==> src/rtl/qlc_pkg.sv <==
// qlc_pkg: shared constants, types and the CORDIC angle table for the
// quaternion landing classifier. No dependencies.
package qlc_pkg;

   localparam int ANGLE_W  = 16;
   localparam int COUNT_W  = 32;
   localparam int TERM_W   = 34;   // sums of Q1.15 products, scale 2^30
   localparam int CORDIC_W = 40;   // x, y, z inside the rotation chain
   localparam int STEPS    = 32;
   localparam int STEP_IDX_W = $clog2(STEPS);
   localparam int LOW_W    = 15;
   localparam int HIGH_W   = 16;
   localparam int CSR_W    = 16;
   localparam int ROOT_W   = 30;
   localparam int RAD_W    = 59;   // radicand, up to 2^58

   localparam logic [LOW_W-1:0]  SIDE_LOW_RST  = 15'd11469;
   localparam logic [HIGH_W-1:0] SIDE_HIGH_RST = 16'd21299;

   localparam logic [0:0] CSR_SIDE_LOW  = 1'b0;
   localparam logic [0:0] CSR_SIDE_HIGH = 1'b1;

   localparam logic signed [TERM_W-1:0]   UNIT29   = 34'sd536870912;
   localparam logic signed [CORDIC_W-1:0] INT_PI   = 40'sd2147483648;
   localparam logic signed [CORDIC_W-1:0] HALF_PI  = 40'sd1073741824;
   localparam logic signed [CORDIC_W-1:0] ROUND_HALF = 40'sd32768;
   localparam logic [RAD_W-1:0]           RAD_ONE  = 59'(1) << 58;
   localparam logic [COUNT_W-1:0]         COUNT_MAX = '1;

   // atan(2^-i), pi = 2^31
   localparam logic [31:0] ATAN_TAB [STEPS] = '{
      32'h20000000, 32'h12E4051E, 32'h09FB385B, 32'h051111D4, 32'h028B0D43,
      32'h0145D7E1, 32'h00A2F61E, 32'h00517C55, 32'h0028BE53, 32'h00145F2F,
      32'h000A2F98, 32'h000517CC, 32'h00028BE6, 32'h000145F3, 32'h0000A2FA,
      32'h0000517D, 32'h000028BE, 32'h0000145F, 32'h00000A30, 32'h00000518,
      32'h0000028C, 32'h00000146, 32'h000000A3, 32'h00000051, 32'h00000029,
      32'h00000014, 32'h0000000A, 32'h00000005, 32'h00000003, 32'h00000001,
      32'h00000001, 32'h00000000
   };

   typedef enum logic [1:0] {
      TAG_ROLL  = 2'd0,
      TAG_YAW   = 2'd1,
      TAG_PITCH = 2'd2
   } tag_type;

   typedef enum logic [2:0] {
      ST_IDLE  = 3'd0,
      ST_MUL   = 3'd1,
      ST_ROLL  = 3'd2,
      ST_YAW   = 3'd3,
      ST_SQRT  = 3'd4,
      ST_PITCH = 3'd5,
      ST_DRAIN = 3'd6,
      ST_DONE  = 3'd7
   } state_type;

   typedef struct packed {
      logic                       valid;
      tag_type                    tag;
      logic                       zero;
      logic signed [CORDIC_W-1:0] x;
      logic signed [CORDIC_W-1:0] y;
      logic signed [CORDIC_W-1:0] z;
   } cordic_vec_type;

endpackage

==> src/rtl/qlc_isqrt.sv <==
// qlc_isqrt: floor square root, two radicand bits per cycle.
// Depends on qlc_pkg.
module qlc_isqrt (
   input  logic                            clock,
   input  logic                            reset,
   input  logic                            start,
   input  logic [qlc_pkg::RAD_W-1:0]       radicand,
   output logic                            done,
   output logic [qlc_pkg::ROOT_W-1:0]      root
);

   localparam int R_W = qlc_pkg::RAD_W + 1;

   logic                  busy_ff, busy_in;
   logic                  done_ff, done_in;
   logic [4:0]            k_ff, k_in;
   logic [qlc_pkg::RAD_W-1:0] n_ff, n_in;
   logic [R_W-1:0]        r_ff, r_in, bit_w, trial;

   always_comb begin
      bit_w   = R_W'(1) << {k_ff, 1'b0};
      trial   = r_ff + bit_w;
      busy_in = busy_ff;
      done_in = 1'b0;
      k_in    = k_ff;
      n_in    = n_ff;
      r_in    = r_ff;
      if (start) begin
         busy_in = 1'b1;
         k_in    = 5'd29;
         n_in    = radicand;
         r_in    = '0;
      end else if (busy_ff) begin
         if (R_W'(n_ff) >= trial) begin
            n_in = n_ff - qlc_pkg::RAD_W'(trial);
            r_in = (r_ff >> 1) + bit_w;
         end else begin
            r_in = r_ff >> 1;
         end
         k_in = k_ff - 5'd1;
         if (k_ff == '0) begin
            busy_in = 1'b0;
            done_in = 1'b1;
         end
      end
   end

   always_ff @(posedge clock) begin
      if (reset) begin
         busy_ff <= 1'b0;
         done_ff <= 1'b0;
      end else begin
         busy_ff <= busy_in;
         done_ff <= done_in;
      end
      k_ff <= k_in;
      n_ff <= n_in;
      r_ff <= r_in;
   end

   assign done = done_ff;
   assign root = r_ff[qlc_pkg::ROOT_W-1:0];

endmodule

==> config.mk <==
export PLATFORM = sky130hd
export DESIGN_NAME = qlc_isqrt
export DESIGN_NICKNAME = d
export VERILOG_FILES = /design/src/rtl/qlc_pkg.sv /design/src/rtl/qlc_isqrt.sv
export SDC_FILE = /design/constraint.sdc
export NUM_CORES = 1
export LEC_CHECK = 0
export BUFFER_PORTS_ARGS = -buffer_cell sky130_fd_sc_hd__buf_2
export CAP_MARGIN = 20
export CORE_MARGIN = 3
export CORE_UTILIZATION = 45
export CTS_BUF_LIST = sky130_fd_sc_hd__clkbuf_4
export CTS_CLUSTER_DIAMETER = 60
export DETAILED_ROUTE_END_ITERATION = 10
export SYNTH_ARGS = -nofsm -noshare
export SYNTH_HDL_FRONTEND = slang
export SYNTH_SLANG_ARGS = --single-unit
==> constraint.sdc <==
create_clock -name clock -period 9.6 [get_ports clock]
set_input_delay 1.44 -clock clock [delete_from_list [all_inputs] [get_ports clock]]
set_output_delay 1.44 -clock clock [all_outputs]
set_load 0.02 [all_outputs]
# Yosys cells after proc, flatten, opt, wreduce, memory -nomap -nowiden
# Index checks and enable logic that the tools add are counted.
[op_classes] shift=1 mux=8 addsub=4 reduce_logical=5 magnitude_cmp=1 n_bitwise=1
[ops] cell="$mux 59" n=3
[ops] cell="$add 59x60->60" n=1
[ops] cell="$add 60x60->60" n=1
[ops] cell="$ge 59x60->1" n=1
[ops] cell="$mux 60" n=1
[ops] cell="$shl 1x6->60 const A" n=1
[ops] cell="$sub 59x59->59" n=1
[ops] cell="$logic_not 5->1" n=1
[ops] cell="$sub 5x1->5 const B" n=1
[ops] cell="$mux 1" n=4
[ops] cell="$reduce_bool 2->1" n=2
[ops] cell="$reduce_or 3->1" n=1
[ops] cell="$reduce_and 2->1" n=1
[ops] cell="$not 1->1" n=1
[word_totals] output_inout_bits=31 input_bits=62 wordCells=25 ff_bits=126

# Depth between registers and ports, before layout
# Gate-level depths: netlist of the first run.
[depth] word_depth=6 mapped_depth=33 depth_no_buf=29

# Least setup slack after synthesis of the first run
# OpenSTA, ideal clock, no wires.
[synth_timing] path_kind="reg-to-reg" from="reg k_ff[0]" to="reg n_ff[0] (netlist bit) (enable)" setup_slack_ps=-935 path_buffers=3 period_less_slack_ps=10535 t_required_ps=9043 stages_incl_launch_ff=30 arrival_time_ps=9977 setup_ps=557 path_cell_list="dfxtp_1 > inv_1 > ha_1 > nand2b_1 > or2_2 > inv_1 > ha_1 > ha_1 > maj3_1 > o2111ai_1 > a221o_1 > and4b_1 > nor3_2 > o311a_2 > o31ai_4 > nor2_1 > o21ai_0 > xor2_1 > ha_1 > and2_1 > nand2_1 > or3_1 > or4_1 > o31a_1 > o21a_1 > a31o_1 > buf_6 > buf_4 > buf_2 > o21ai_0"
[synth_via] elab_chain_cells=5
[synth_lines] element="from (decl)" line="qlc_isqrt.sv:16" source="logic [4:0] k_ff, k_in;"
[synth_lines] element="from (signal assigned)" line="qlc_isqrt.sv:56" source="k_ff <= k_in;"
[synth_lines] element="$shl 1x6->60" line="qlc_isqrt.sv:21" source="bit_w = R_W'(1) << {k_ff, 1'b0};"
[synth_lines] element="$add 60x60->60" line="qlc_isqrt.sv:22" source="trial = r_ff + bit_w;"
[synth_lines] element="$ge 59x60->1" line="qlc_isqrt.sv:34" source="if (R_W'(n_ff) >= trial) begin"
[synth_lines] element="$reduce_bool 2->1 (no source line)"
[synth_lines] element="$reduce_and 2->1 (no source line)"
[synth_lines] element="to (signal assigned)" line="qlc_isqrt.sv:57" source="n_ff <= n_in;"
[synth_lines] element="to (decl)" line="qlc_isqrt.sv:17" source="logic [qlc_pkg::RAD_W-1:0] n_ff, n_in;"
# No other way between the ends.
# A chain may end at the register's enable or synchronous reset.

# Final worst setup path of the first run
[layout_timing] from="reg k_ff[0]" to="reg n_ff[5] (netlist bit) (enable)"
# Same word-level chain as after synthesis.

==> summary.txt, run 1 <==
Run status
  – Status: finished, final reports clean

Global route
  – Initial antenna violation count: 4
  – Pin count of the biggest net entering global routing: 90
  – Number of global-route vias before repair: 12,700
  – First-pass GRT wire length: 67.4 mm
  – Total GRT Usage: 25.2%
  – GRT overflow: 0

Critical path
  – Arrival time at the worst endpoint: 7940 ps
  – Req. time, crit path: 9830 ps
  – RR Startpoint: k_ff[0]$_SDFFE_PP1P_
  – CP most frequent cell: ha_1
  – FF-to-FF setup slack: 1890 ps
  – Worst-path fanout max: 65
  – WS Path Type: reg2reg
  – Slowest cell on the critical path: buf_4
  – Worst r2r dst: n_ff[5]$_DFFE_PP_
  – Reg2reg path depth: 27
  – CP endpoint kind: flop
  – CP Launch Type: flop
  – Largest stage delay, worst path: 620 ps

Clocking
  – Clock root cell: clkbuf_4
  – Clk_lat worst skew: 610 ps
  – CTS Hold Buffers Added: 0
  – TritonCTS clock tree: yes
  – Clock transition at path regs: 110 ps
  – H-tree lvl count: 4
  – Clock tree sinks: 126
  – # resized after CTS: 0
  – Post-CTS setup buffers: 0
  – Total CTS buffers: 17
  – Max clock buf depth: 2

Die
  – Num ports: 93
  – Die width: 180 microns
  – Initial Util: 46.0%
  – Core Box Area: 29,800 sq um
  – Placement row count: 63
  – Die Area: 32,600 sq um
  – Die span in y: 180 microns

Synth
  – Synth Net Count: 1,989
  – Register area share after synthesis: 22.7%
  – Largest family of logic cells by synthesized area: compound AO/OA/AOI/OAI gates
  – Share of flip-flops with an asynchronous set or reset: 0%
  – Post-synthesis compound-gate area fraction: 27.5%
  – Register bit count reported by yosys: 126
  – Ys flop type: dfxtp_1
  – Multiplexer share of the synthesized area: 1.32%
  – Post-Synth Adder-Cell Area: 10.8%
  – Xor/xnor share of the synthesized area: 9.46%
  – Distinct cell type count of the synthesized netlist: 83
  – Most area-consuming cells after synthesis: edfxtp_1 13%, ha_1 10%, dfxtp_1 9.8%
  – Yosys Warn Count: 0
  – Synthesized cell area: 13,700 sq um
  – Gate Count Post-Synth: 1,812
  – Synth Area per Inst: 7.56 sq um
  – Cell taking the most area after synthesis: edfxtp_1
  – Number of synthesized flops with an enable pin: 59
  – Area share of the largest cell type after synthesis: 12.9%
  – Synth Area in Simple Gates: 22.0%

Place
  – Post-DP HPWL: 32.2 mm
  – Placed cell count: 2,173
  – Gpl congestion: 0.954
  – Dpl ws: 1960 ps
  – IO buf count: 92

Timing
  – Slew headroom: 36.5%
  – Max Fclk: 0.130 GHz
  – Setup slack after layout: 1890 ps
  – Post-Route Skew: 26.5 ps
  – Slew Limit Fails: 0
  – Hold Vio Cnt, Final: 0
  – Worst Tran Pin Value: 952 ps
  – Post-route setup TNS: 0 ps
  – Final hold slack: 521 ps
  – # setup viols final: 0
  – RSZ-0062 raised after global routing: no
  – Fin crit share: 80.3%
  – Tmin final: 7710 ps

Routing
  – DRT iter0 DRCs: 964
  – Drt pass-1 iters: 8
  – Drt drc: 0
  – Total wire length: 42.0 mm
  – Routed vias: 13,300
  – Antenna-violating nets left: 0
  – DR vias/cell: 6.03
  – DR WL/cell: 19.0 microns

Layout
  – Register area: 3120 sq um
  – Layout cell share with drive strength beyond 1: 9.53%
  – Nets: 1,979
  – Final cell count without fillers: 2,206
  – FILL cells: 3,008
  – Footprint of the multi-input gates: 9760 sq um
  – Area delta synth->final: 4.44%

Min path
  – Hold-critical path endpoint: r_ff[0]$_SDFFE_PP0P_
  – Min-Delay Path Class: reg2reg
  – Hold Path Cell Cnt: 2
  – Worst Hold Launch: r_ff[0]$_SDFFE_PP0P_

Power
  – Worst VDD drop: 0.141 mV
  – PD cells: 226 nW/um^2
  – Overall power: 3.24 mW
  – Leakage: 5.48 nW

Job
  – MaxCap Viol Count: 0
placed cells by master (no fill, tap or decap), drive strengths merged, types with 5 or more instances in the layout:
cell / count
edfxtp: 59
xnor2: 87
ha: 114
nor3: 27
nor3b: 5
a211oi: 42
buf: 101
o22ai: 6
and3: 13
a221oi: 6
o311ai: 6
o21bai: 26
nand2: 219
nand2b: 18
o221ai: 5
mux2i: 17
inv: 50
nor2: 190
nand4: 33
a21oi: 137
clkbuf: 20
a21o: 29
xor2: 61
nand3: 33
o31ai: 11
or2: 6
clkinv: 10
nor2b: 18
or3: 25
o21a: 17
a31oi: 43
a31o: 12
dfxtp: 67
a311oi: 21
a21boi: 7
and2: 17
o21ai: 159
o211ai: 14
nor4: 16
worst max path at each step:
stage / from / end / slack [ps]
finish: k_ff[0]$_SDFFE_PP1P_ / n_ff[5]$_DFFE_PP_ / 1890
floorplan: k_ff[0]$_SDFFE_PP1P_ / n_ff[0]$_DFFE_PP_ / 660
detailed placement: k_ff[0]$_SDFFE_PP1P_ / n_ff[10]$_DFFE_PP_ / 1960
CTS: k_ff[0]$_SDFFE_PP1P_ / n_ff[15]$_DFFE_PP_ / 1890
global route: k_ff[0]$_SDFFE_PP1P_ / n_ff[8]$_DFFE_PP_ / 1280
global placement: k_ff[0]$_SDFFE_PP1P_ / n_ff[10]$_DFFE_PP_ / 2110
power by group:
group	switching, mW	internal [mW]	total (mW)
Clock	0.221	0.130	0.351
Sequential	0.134	0.753	0.887
Combinational	1.23	0.768	2.00
Total	1.59	1.65	3.24
cells by family (layout without fill, tap and decap cells):
kind of cell | count (synthesis) | in the layout
DFF | 126 | 126
AOI/OAI and AO/OA | 583 | 583
muxes | 18 | 18
other | 0 | 1
buffers and inverters | 179 | 182
xor gates and xnor gates | 148 | 148
and+or+nand+nor | 640 | 640
adders and majority gates | 118 | 118
cell usage after synthesis, types with 5 or more instances:
library cell,n
a221oi_1,6
buf_4,34
o221ai_1,5
or2_2,6
and3_1,13
o22ai_1,6
dfxtp_1,67
buf_6,6
or3_1,25
buf_2,9
and2_1,16
o21bai_1,26
xnor2_1,87
nand2_1,219
a31o_2,11
nor4_1,16
nor3_1,25
a311oi_1,21
nand2b_1,18
nand3_1,33
inv_1,48
mux2i_1,17
xor2_1,61
a21o_1,29
clkbuf_1,81
o21ai_0,157
edfxtp_1,59
a31oi_1,43
a211oi_1,39
nand4_1,33
o21a_1,17
a21oi_1,137
o31ai_1,7
nor2b_1,18
nor2_1,190
o211ai_1,14
o311ai_0,6
ha_1,114
a21boi_0,7
metrics by stage:
stage | util, % | cell area, sq um
after floorplan | - | 13700
after CTS | 48.0 | 14300
after global placement | 47.2 | 14100
final | 48.0 | 14300
after global routing | 48.0 | 14300
after detailed placement | 47.2 | 14100
metal layers:
layer	global-route usage, %	routed length, microns
met5	0	29
met1	32.7	18600
met2	42.6	19800
met3	4.72	2330
met4	8.04	1200
final cells by class:
cell class / instances / share of cell area (%)
Antenna cell: 1 / 0.0175
Sequential cell: 126 / 21.8
Clock inverter: 12 / 0.551
Multi-Input combinational cell: 1507 / 68.2
Timing Repair Buffer: 101 / 3.71
Inverter: 49 / 1.29
Tap cell: 390 / 3.41
Clock buffer: 20 / 1.05
sequential cells by signal (all words and copies together), names as in the netlist:
name     count
busy_ff      1
done         1
k_ff         5
n_ff        59
r_ff        60
worst max-delay path: cells and delay by family (launching register included):
| family | cells | cell delay (ps) |
|---|---|---|
| compound gates | 9 | 2610 |
| simple gates | 9 | 1810 |
| fa+ha+maj | 5 | 1430 |
| buf+inv | 3 | 820 |
| flops | 1 | 430 |
| xor+xnor | 1 | 110 |
No activity file was read; power rests on OpenSTA's default activity.
==> run 2, diff against run 1 <==
==> constraint.sdc (replaced) <==
create_clock -name clock -period 6.4 [get_ports clock]
set_input_delay 0.96 -clock clock [delete_from_list [all_inputs] [get_ports clock]]
set_output_delay 0.96 -clock clock [all_outputs]
set_load 0.02 [all_outputs]
==> run 2 against run 1 <==
  * Combinational power is 110% higher
  * Wire length is 12% higher
  * Largest power group unchanged
  * Fmax is 17% higher
  * Worst setup slack worse by 2100 ps
  * Power is 85% higher
  * Clock skew is 3.7 ps higher
  * The run now ends with setup timing left
  * Utilization is 8.2 points higher
  * Non-clock buffer count is 202 higher
  * Global-route usage is 1.7 points higher
  * Sequential power is 47% higher
  * Critical path depth is 1 lower
  * Sequential share of layout area is 3.1 points lower
==> summary.txt, run 2 (same netlist as run 1, synthesis figures left out) <==
Run status
  – Status: complete, but fails checks
  – Failing checks: setup timing

Timing
  – Post-Route Skew: 30.2 ps
  – Setup slack after layout: -174 ps
  – RSZ-0062 raised after global routing: yes
  – Post-route setup TNS: -7710 ps
  – Max Fclk: 0.152 GHz
  – Fin crit share: 103%
  – Tmin final: 6570 ps
  – # setup viols final: 81
  – Hold Vio Cnt, Final: 0
  – Slew headroom: 45.5%
  – Slew Limit Fails: 0
  – Worst Tran Pin Value: 812 ps

Layout
  – Nets: 2,182
  – FILL cells: 2,816
  – Area delta synth->final: 22.3%
  – Largest register FFs: 60
  – Final cell count without fillers: 2,412
  – Most frequent cells in the layout: 216 x nand2_1, 179 x nor2_1, 177 x buf_4
  – Largest regs: r_ff: 60 flops, n_ff: 59 flops, k_ff: 5 flops
  – Biggest register: r_ff
  – Util after Layout: 56.3%
  – Layout cell share with drive strength beyond 1: 22.7%
  – Most common cell after layout, fill and taps aside: nand2_1

Routing
  – Routed wl met2: 20.2 mm
  – Total wire length: 47.0 mm
  – Top Layer Used: met4
  – DR vias/cell: 5.92
  – DR WL met3: 3.10 mm
  – DR WL/cell: 19.5 microns
  – Antenna-violating nets left: 0
  – DRT iter0 DRCs: 1,335
  – Routed vias: 14,300
  – M1 wire length: 22.4 mm
  – Drt pass-1 iters: 6
  – Drt drc: 0

Die
  – Num ports: 93
  – Placement row count: 63
  – Core Box Area: 29,800 sq um
  – Initial Util: 46.0%
  – Die width: 180 microns
  – Die span in y: 180 microns
  – Die Area: 32,600 sq um

Critical path
  – CP Launch Type: flop
  – Slowest cell on the critical path: or4_4
  – Cell family with most CP delay: simple AND/OR/NAND/NOR gates
  – WS Path Type: reg2reg
  – CP most frequent cell: buf_12
  – Arrival time at the worst endpoint: 6910 ps
  – Crit path buf inv count: 7
  – Worst-path fanout max: 9
  – Req. time, crit path: 6740 ps
  – CP endpoint kind: flop
  – Largest stage delay, worst path: 580 ps

Place
  – Post-DP HPWL: 34.6 mm
  – Placed cell count: 2,331
  – IO buf count: 92
  – Gpl congestion: 0.966

Clocking
  – Total CTS buffers: 17
  – TritonCTS clock tree: yes
  – CTS Hold Buffers Added: 0
  – H-tree lvl count: 4
  – Clock tree sinks: 126
  – Clock root cell: clkbuf_4
  – Clk_lat worst skew: 620 ps
  – Clock transition at path regs: 130 ps
  – Max clock buf depth: 2

Power
  – Overall power: 6.00 mW
  – PD cells: 358 nW/um^2
  – Leakage: 6.70 nW
  – Worst VDD drop: 0.209 mV

Global route
  – Pin count of the biggest net entering global routing: 79
  – Initial antenna violation count: 1
  – GRT overflow: 0
  – First-pass GRT wire length: 71.4 mm
  – Number of global-route vias before repair: 13,300
  – Total GRT Usage: 27.0%

Job
  – MaxCap Viol Count: 0

Min path
  – Min-Delay Path Class: in2reg
## run 2: cell count changes in the layout (fill, tap and decap cells not counted), sizes merged, moves of 2 or more
| cell | before | now |
|---|---|---|
| clkinvlp | 0 | 3 |
| clkbuf | 20 | 23 |
| buf | 101 | 296 |
| clkinv | 10 | 8 |
| diode | 1 | 4 |
## run 2: final cells by class
type                            instances  area, sq um  share of cell area [%]
Clock inverter                         15          128                   0.761
Multi-Input combinational cell       1508        10300                    61.3
Clock buffer                           17          128                   0.761
Tap cell                              390          488                    2.91
Inverter                               49          194                    1.16
Timing Repair Buffer                  303         2410                    14.4
Antenna cell                            4         10.0                  0.0597
Sequential cell                       126         3130                    18.6
## run 2: final timing paths
path / from / endpoint / slack [ps] / cells past startpoint
max: k_ff[0]$_SDFFE_PP1P_ / n_ff[14]$_DFFE_PP_ / -170 / 26
min: reset / busy_ff$_SDFF_PP0_ / 520 / 2
max reg2reg: k_ff[0]$_SDFFE_PP1P_ / n_ff[14]$_DFFE_PP_ / -170 / 26
min reg2reg: r_ff[0]$_SDFFE_PP0P_ / r_ff[0]$_SDFFE_PP0P_ / 560 / 2
## run 2: per-layer routing
layer / up-vias / GRT usage (%)
li1: 7010 / -
met1: 6693 / 39.2
met2: 509 / 40.7
met3: 72 / 4.93
met4: 0 / 8.32
met5: - / 0
## run 2: report_power, final
part / internal (mW) / total (mW) / switching, mW
Clock: 0.222 / 0.574 / 0.352
Combinational: 1.88 / 4.13 / 2.25
Sequential: 1.13 / 1.30 / 0.169
## run 2: timing repair
item / in CTS / in global routing
cloned: 3 / 9
endpoints found under the setup margin: 120 / 128
buffers inserted: 14 / 19
pin swaps: 40 / 44
gates resized for setup: 26 / 106
## run 2: through the flow
step	instance area (sq um)	setup slack, ps	hold slack (ps)
after global placement	15400	-300	514
after global routing	16800	-343	480
after detailed placement	15400	-388	527
final	16800	-174	521
after floorplan	13800	-546	498
after CTS	16000	-60.8	476
